$ cat config.mk
export PLATFORM = sky130hd
export DESIGN_NAME = lpht_ctrl
export DESIGN_NICKNAME = d
export VERILOG_FILES = /design/src/rtl/lpht_pkg.sv /design/src/rtl/lpht_ctrl.sv
export SDC_FILE = /design/constraint.sdc
export NUM_CORES = 1
export LEC_CHECK = 0
export ABC_CLOCK_PERIOD_IN_PS = 2100
export BUFFER_PORTS_ARGS = -buffer_cell sky130_fd_sc_hd__buf_2
export CORE_AREA = 2 2 39 41
export CTS_CLUSTER_DIAMETER = 120
export DETAILED_ROUTE_END_ITERATION = 8
export DIE_AREA = 0 0 41 43
export GPL_TIMING_DRIVEN = 0
export MAX_ROUTING_LAYER = met4
export PLACE_DENSITY_LB_ADDON = 0.25
export SLEW_MARGIN = 20
export SYNTH_ARGS = -nofsm -noshare
export SYNTH_HDL_FRONTEND = slang
export SYNTH_SLANG_ARGS = --single-unit
export TNS_END_PERCENT = 30
$ cat constraint.sdc
create_clock -name clk -period 2.1 [get_ports clk]
set_input_delay 0.105 -clock clk [delete_from_list [all_inputs] [get_ports clk]]
set_output_delay 0.105 -clock clk [all_outputs]
set_load 0.05 [all_outputs]
$ cat src/rtl/lpht_pkg.sv
// Shared types and codes for the linear probe hash table.
package lpht_pkg;

  typedef enum logic [1:0] {
    FUNC_INSERT = 2'd0,
    FUNC_REMOVE = 2'd1,
    FUNC_GET    = 2'd2,
    FUNC_NOP    = 2'd3
  } func_t;

  localparam int HASH_BITS  = 32;
  localparam int FIELD_BITS = 32;
  localparam int SIZE_BITS  = 9;
  localparam logic [SIZE_BITS-1:0] SIZE_RESET = 9'd256;

  // controller -> datapath
  typedef struct packed {
    logic load;        // capture request, start remainder unit
    logic probe_init;  // slot index from remainder, clear step count
    logic rd;          // read slot at index
    logic advance;     // next slot, wrapping at size
    logic commit;      // finish the transaction, raise done
    logic found;       // with commit: probe stopped at a slot
    logic clr_wr;      // clearing pass: zero one entry
  } ctl_cmd_t;

  // datapath -> controller
  typedef struct packed {
    logic rem_done;
    logic nop;         // latched operation is not defined
    logic hit;         // read slot is empty or holds the key
    logic last_step;   // probe has covered the whole table
    logic clr_last;
  } dp_sts_t;

endpackage

$ cat src/rtl/lpht_ctrl.sv
// Controller: clearing pass, remainder wait, probe walk, commit.
module lpht_ctrl
  import lpht_pkg::*;
(
  input  logic     clk,
  input  logic     rst,
  input  logic     start,
  input  dp_sts_t  sts,
  output ctl_cmd_t cmd,
  output logic     busy
);

  typedef enum logic [2:0] {
    ST_CLEAR,
    ST_IDLE,
    ST_DIV,
    ST_READ,
    ST_CHECK
  } state_t;

  state_t state;
  state_t state_next;

  always_comb begin
    cmd        = '0;
    state_next = state;
    case (state)
      ST_CLEAR: begin
        cmd.clr_wr = 1'b1;
        if (sts.clr_last) begin
          state_next = ST_IDLE;
        end
      end
      ST_IDLE: begin
        if (start) begin
          cmd.load   = 1'b1;
          state_next = ST_DIV;
        end
      end
      ST_DIV: begin
        if (sts.nop) begin
          cmd.commit = 1'b1;
          state_next = ST_IDLE;
        end else if (sts.rem_done) begin
          cmd.probe_init = 1'b1;
          state_next     = ST_READ;
        end
      end
      ST_READ: begin
        cmd.rd     = 1'b1;
        state_next = ST_CHECK;
      end
      ST_CHECK: begin
        if (sts.hit) begin
          cmd.commit = 1'b1;
          cmd.found  = 1'b1;
          state_next = ST_IDLE;
        end else if (sts.last_step) begin
          cmd.commit = 1'b1;
          state_next = ST_IDLE;
        end else begin
          cmd.advance = 1'b1;
          state_next  = ST_READ;
        end
      end
      default: begin
        state_next = ST_IDLE;
      end
    endcase
  end

  always_ff @(posedge clk) begin
    if (rst) begin
      state <= ST_CLEAR;
      busy  <= 1'b1;
    end else begin
      state <= state_next;
      busy  <= (state_next != ST_IDLE);
    end
  end

endmodule

### Word level (Yosys, flattened, before mapping)

Cells that the tools add are included.

* eq/ne operators: 5
* mux-type cells: 23
* reduce and logical (&&, ||, !) cells: 1

Operator list (number)
* 2-to-1 mux 1 bit: 15
* 2-to-1 mux 3 bit: 5
* one-hot mux 3 bit (5 select lines): 1
* equality test 3 x 2 -> 1 bit, second input constant: 2
* equality test 3 x 1 -> 1 bit, second input constant: 1
* equality test 3 bit, second input constant: 1
* logical NOT 3 bit: 1
* != test 3 x 1 -> 1 bit, second input constant: 1
* 2-to-1 mux 2 bit: 1
* one-hot mux 1 bit (2 select lines): 1

* flip-flop bits (word level): 4
* bits of input ports: 8
* word-level logic and storage cells: 31

### Logic depth before layout (Yosys ltp)

* depth in word-level cells: 4
* mapped depth: 4
* depth with buffers taken out: 3

### Least setup slack after synthesis

Ideal clock, no wire load.

* path kind: register to register
* from: register state[0]
* to: register busy
* data arrival time: 1.753 ns
* required time: 2.005 ns
* setup slack: 0.252 ns
* stages on the path, launching flop included: 5
* period minus slack after synthesis: 1.848 ns
* path through: dfxtp_1 > buf_2 > nor4bb_2 > a2111oi_2 > o311ai_1

* word-level cells in the longest chain between the ends: 4
* elaborated cells between the ends (all ways): 11

Ends and longest elaborated chain
* from (decl): line lpht_ctrl.sv:21 `state_t state;`
* from (signal assigned): line lpht_ctrl.sv:77 `state <= state_next;`
* 2-to-1 mux 3 bit: line lpht_ctrl.sv:44 `end else if (sts.rem_done) begin`
* 2-to-1 mux 3 bit: line lpht_ctrl.sv:41 `if (sts.nop) begin`
* one-hot mux 3 bit (5 select lines) *: line lpht_ctrl.sv:27 `case (state)`
* != test 3 x 1 -> 1 bit *: line lpht_ctrl.sv:78 `busy <= (state_next != ST_IDLE);`
* to (signal assigned): line lpht_ctrl.sv:78
* to (decl): line lpht_ctrl.sv:10 `output logic busy`

Every way passes the cells marked *; elsewhere a longest branch is shown, timed or not.
A chain may end at the register's enable or synchronous reset.

==> flow_results.xml <==
<?xml version="1.0" encoding="UTF-8"?>
<metrics>
  <group name="final_layout">
    <metric name="layout-area-overhead-vs-synth" unit="%">44.1</metric>
    <metric name="n_antenna_cell" unit="">0</metric>
    <metric name="layoutNonFillerInstCount" unit="">62</metric>
    <metric name="drive_gt1_share" unit="%">50.0</metric>
    <metric name="nets" unit="">56</metric>
    <metric name="finalCoreUtilization" unit="%">27.8</metric>
    <metric name="final_cell_area" unit="um^2">384</metric>
  </group>
  <group name="drt">
    <metric name="via_per_inst" unit="">4.31</metric>
    <metric name="drt.antenna.violating_nets" unit="">0</metric>
    <metric name="route.vias.total" unit="">267</metric>
    <metric name="drt_pass1_iterations" unit="">3</metric>
    <metric name="totalWireLength" unit="um">608</metric>
    <metric name="avgRoutedWirePerCell" unit="um">9.81</metric>
    <metric name="detail_route.iter0.violations" unit="">5</metric>
    <metric name="drc_errors" unit="">0</metric>
  </group>
  <group name="run">
    <metric name="count_of_max_cap_constraint_violations" unit="">0</metric>
  </group>
  <group name="setup_path">
    <metric name="r2r.worst_path.cells" unit="">3</metric>
    <metric name="worstSetupPathType" unit="">reg -&gt; out</metric>
    <metric name="worst_path_max_delay_cell" unit="">dfxtp_1</metric>
    <metric name="cpLargestDelayFamily" unit="">flip-flops</metric>
    <metric name="critPathLaunchType" unit="">register</metric>
    <metric name="cpPeakStageDelay" unit="ns">0.49</metric>
    <metric name="critical_path.endpoint_type" unit="">output pin</metric>
    <metric name="cp_data_arrival_time" unit="ns">1.50</metric>
    <metric name="timing.critical_path.cells" unit="">or3b_1 -&gt; a21oi_1 -&gt; buf_2</metric>
    <metric name="cp.depth" unit="">3</metric>
    <metric name="timing.critical_path.required" unit="ns">2.00</metric>
    <metric name="critical_path_fanout_max" unit="">9</metric>
    <metric name="worstPathBufferInverterCount" unit="">1</metric>
  </group>
  <group name="grt">
    <metric name="globalRouteTotalUtil" unit="%">8.44</metric>
    <metric name="globalRoute.totalOverflow" unit="">0</metric>
    <metric name="grt.met1_usage" unit="%">10.6</metric>
    <metric name="grt_pass1_wl" unit="um">945</metric>
    <metric name="gr-usage-met3" unit="%">3.14</metric>
    <metric name="grt_antenna_before_repair" unit="">0</metric>
    <metric name="vias_in_the_first_global_route" unit="">227</metric>
    <metric name="grt_start_max_net_pins" unit="">10</metric>
    <metric name="grt-busiest-layer" unit="">met1</metric>
    <metric name="grt_util_met2" unit="%">9.69</metric>
  </group>
  <group name="floorplan">
    <metric name="core_area" unit="um^2">1380</metric>
    <metric name="num_io_pins" unit="">16</metric>
    <metric name="std_cell_rows" unit="">14</metric>
    <metric name="floorplan.die.height" unit="um">43</metric>
    <metric name="die-width" unit="um">41</metric>
    <metric name="floorplan.initialDensity" unit="%">19.3</metric>
    <metric name="die_area" unit="um^2">1760</metric>
  </group>
  <group name="clock_network">
    <metric name="number_of_h_tree_levels" unit="">1</metric>
    <metric name="cts.sink_count" unit="">4</metric>
    <metric name="clkSlewWorstSetupHoldPaths" unit="ns">0.04</metric>
    <metric name="clk_latency" unit="ns">0.23</metric>
    <metric name="cts_setup_buffers" unit="">0</metric>
    <metric name="ctsLongestPathBuffers" unit="">2</metric>
    <metric name="cts_inserted_buffers" unit="">3</metric>
    <metric name="ctsResizeCount" unit="">0</metric>
    <metric name="cts.root.buffer_cell" unit="">clkbuf_4</metric>
    <metric name="cts_tree" unit="">built</metric>
    <metric name="hold_buffers" unit="">0</metric>
  </group>
  <group name="power">
    <metric name="worst_ir_drop_on_vdd" unit="V">0.000129</metric>
    <metric name="leakage" unit="nW">0.179</metric>
    <metric name="power_density" unit="nW/um^2">641</metric>
    <metric name="design_power_total" unit="mW">0.246</metric>
  </group>
  <group name="yosys">
    <metric name="yosys_warnings" unit="">0</metric>
    <metric name="async_flop_share" unit="%">0</metric>
    <metric name="post_synth_num_cell_types" unit="">18</metric>
    <metric name="syn-instance-count" unit="">28</metric>
    <metric name="post-synth-top-area-fraction" unit="%">30.0</metric>
    <metric name="netlist_area" unit="um^2">267</metric>
    <metric name="postSynthAreaPerCell" unit="um^2">9.52</metric>
    <metric name="netlist_top_cells_area" unit="">dfxtp_1, and2_1, o31a_1</metric>
    <metric name="netlist_top_cells_count" unit="">and2_1, dfxtp_1</metric>
    <metric name="yosysSeqAreaShare" unit="%">30.0</metric>
    <metric name="ys_seq_elements" unit="">4</metric>
    <metric name="synthesis.nets" unit="">36</metric>
    <metric name="most_used_flip_flop_cell_after_synthesis" unit="">dfxtp_1</metric>
    <metric name="synth_largest_area_cell" unit="">dfxtp_1</metric>
    <metric name="count_of_flip_flops_with_a_built_in_enable_after_synthesis" unit="">0</metric>
  </group>
  <group name="place">
    <metric name="gp_routability_congestion" unit="">0.731</metric>
    <metric name="placed_cell_area" unit="um^2">362</metric>
    <metric name="dp.final_hpwl" unit="um">466</metric>
    <metric name="buffer_ports.inserted" unit="">15</metric>
    <metric name="place_inst" unit="">59</metric>
    <metric name="dp_slack" unit="ns">0.721</metric>
  </group>
  <group name="hold_path">
    <metric name="hold_critical_path_depth" unit="">3</metric>
    <metric name="hold_class" unit="">in -&gt; reg</metric>
  </group>
  <group name="sta">
    <metric name="totalNegativeSetupSlack" unit="ns">0</metric>
    <metric name="finalHoldWorstSlack" unit="ns">0.123</metric>
    <metric name="fin_ws" unit="ns">0.498</metric>
    <metric name="clock.fmax" unit="MHz">624</metric>
    <metric name="rsz_0062_raised_after_global_routing" unit="">false</metric>
    <metric name="setup-violations-final" unit="">0</metric>
    <metric name="finalMaxSlewViolations" unit="">0</metric>
    <metric name="clock-skew-final" unit="ns">0.00198</metric>
    <metric name="final_hold_viol_count" unit="">0</metric>
    <metric name="finalCriticalPeriod" unit="ns">1.60</metric>
    <metric name="worst-slew-pin-transition" unit="ns">0.396</metric>
    <metric name="relSlewSlack" unit="%">73.2</metric>
    <metric name="final.period_utilization" unit="%">76.3</metric>
  </group>
  <group name="status">
    <metric name="run_status" unit="">finished, final reports clean</metric>
  </group>
</metrics>
-- logic make-up after synthesis --
logic type             Yosys count  synth area share [%]
and+or+nand+nor                 16                  47.4
buffers and inverters            2                  3.28
AOI/OAI and AO/OA                6                  19.2
DFF                              4                  30.0
-- cell usage in the layout, fill, tap and decap left out --
master / instances
nor3_1: 1
inv_1: 1
and3b_1: 1
or3b_1: 1
buf_2: 16
clkbuf_4: 3
o311ai_1: 1
nor4bb_2: 1
and2_1: 4
o31a_1: 2
nor2_1: 2
a2111oi_2: 1
nor4b_2: 1
nor3b_2: 1
dfxtp_1: 4
nand2b_1: 2
nor3b_1: 1
a21oi_1: 2
nand3b_1: 1
-- area by class of cell --
| class | count | area [um^2] |
|---|---|---|
| Sequential cell | 4 | 80.1 |
| Tap cell | 16 | 20.0 |
| Multi-Input combinational cell | 22 | 178 |
| Inverter | 1 | 3.75 |
| Clock buffer | 3 | 22.5 |
| Fill cell | 158 | 1000 |
| Timing Repair Buffer | 15 | 75.1 |
| Buffer | 1 | 5.00 |
-- worst register-to-register path, cell delays in order (launching register included) --
cell and delay, ns:
dfxtp_1 0.39, nor3b_2 0.21, a2111oi_2 0.37, o311ai_1 0.15
-- sequential cells by signal (all words and copies together) (netlist names) --
| signal | count |
|---|---|
| busy | 1 |
| state | 3 |
-- worst paths after layout --
kind	start	slack [ns]	to
max	state[2]	0.50	cmd[2]
min	rst	0.12	busy
max reg2reg	state[2]	0.84	busy
min reg2reg	state[2]	0.71	busy
-- routing by layer --
layer	vias up	wire length (um)
met3	0	51
met5	-	0
met4	0	0
met1	116	286
met2	10	270
li1	141	-
-- power by group --
part | total, mW | internal [mW] | switching [mW] | leakage [nW]
Combinational | 0.0673 | 0.0228 | 0.0445 | 0.132
Clock | 0.0939 | 0.0638 | 0.0300 | 0.0138
Sequential | 0.0849 | 0.0816 | 0.00333 | 0.0328
Total | 0.246 | 0.168 | 0.0778 | 0.179
No activity file was read; power rests on OpenSTA's default activity.
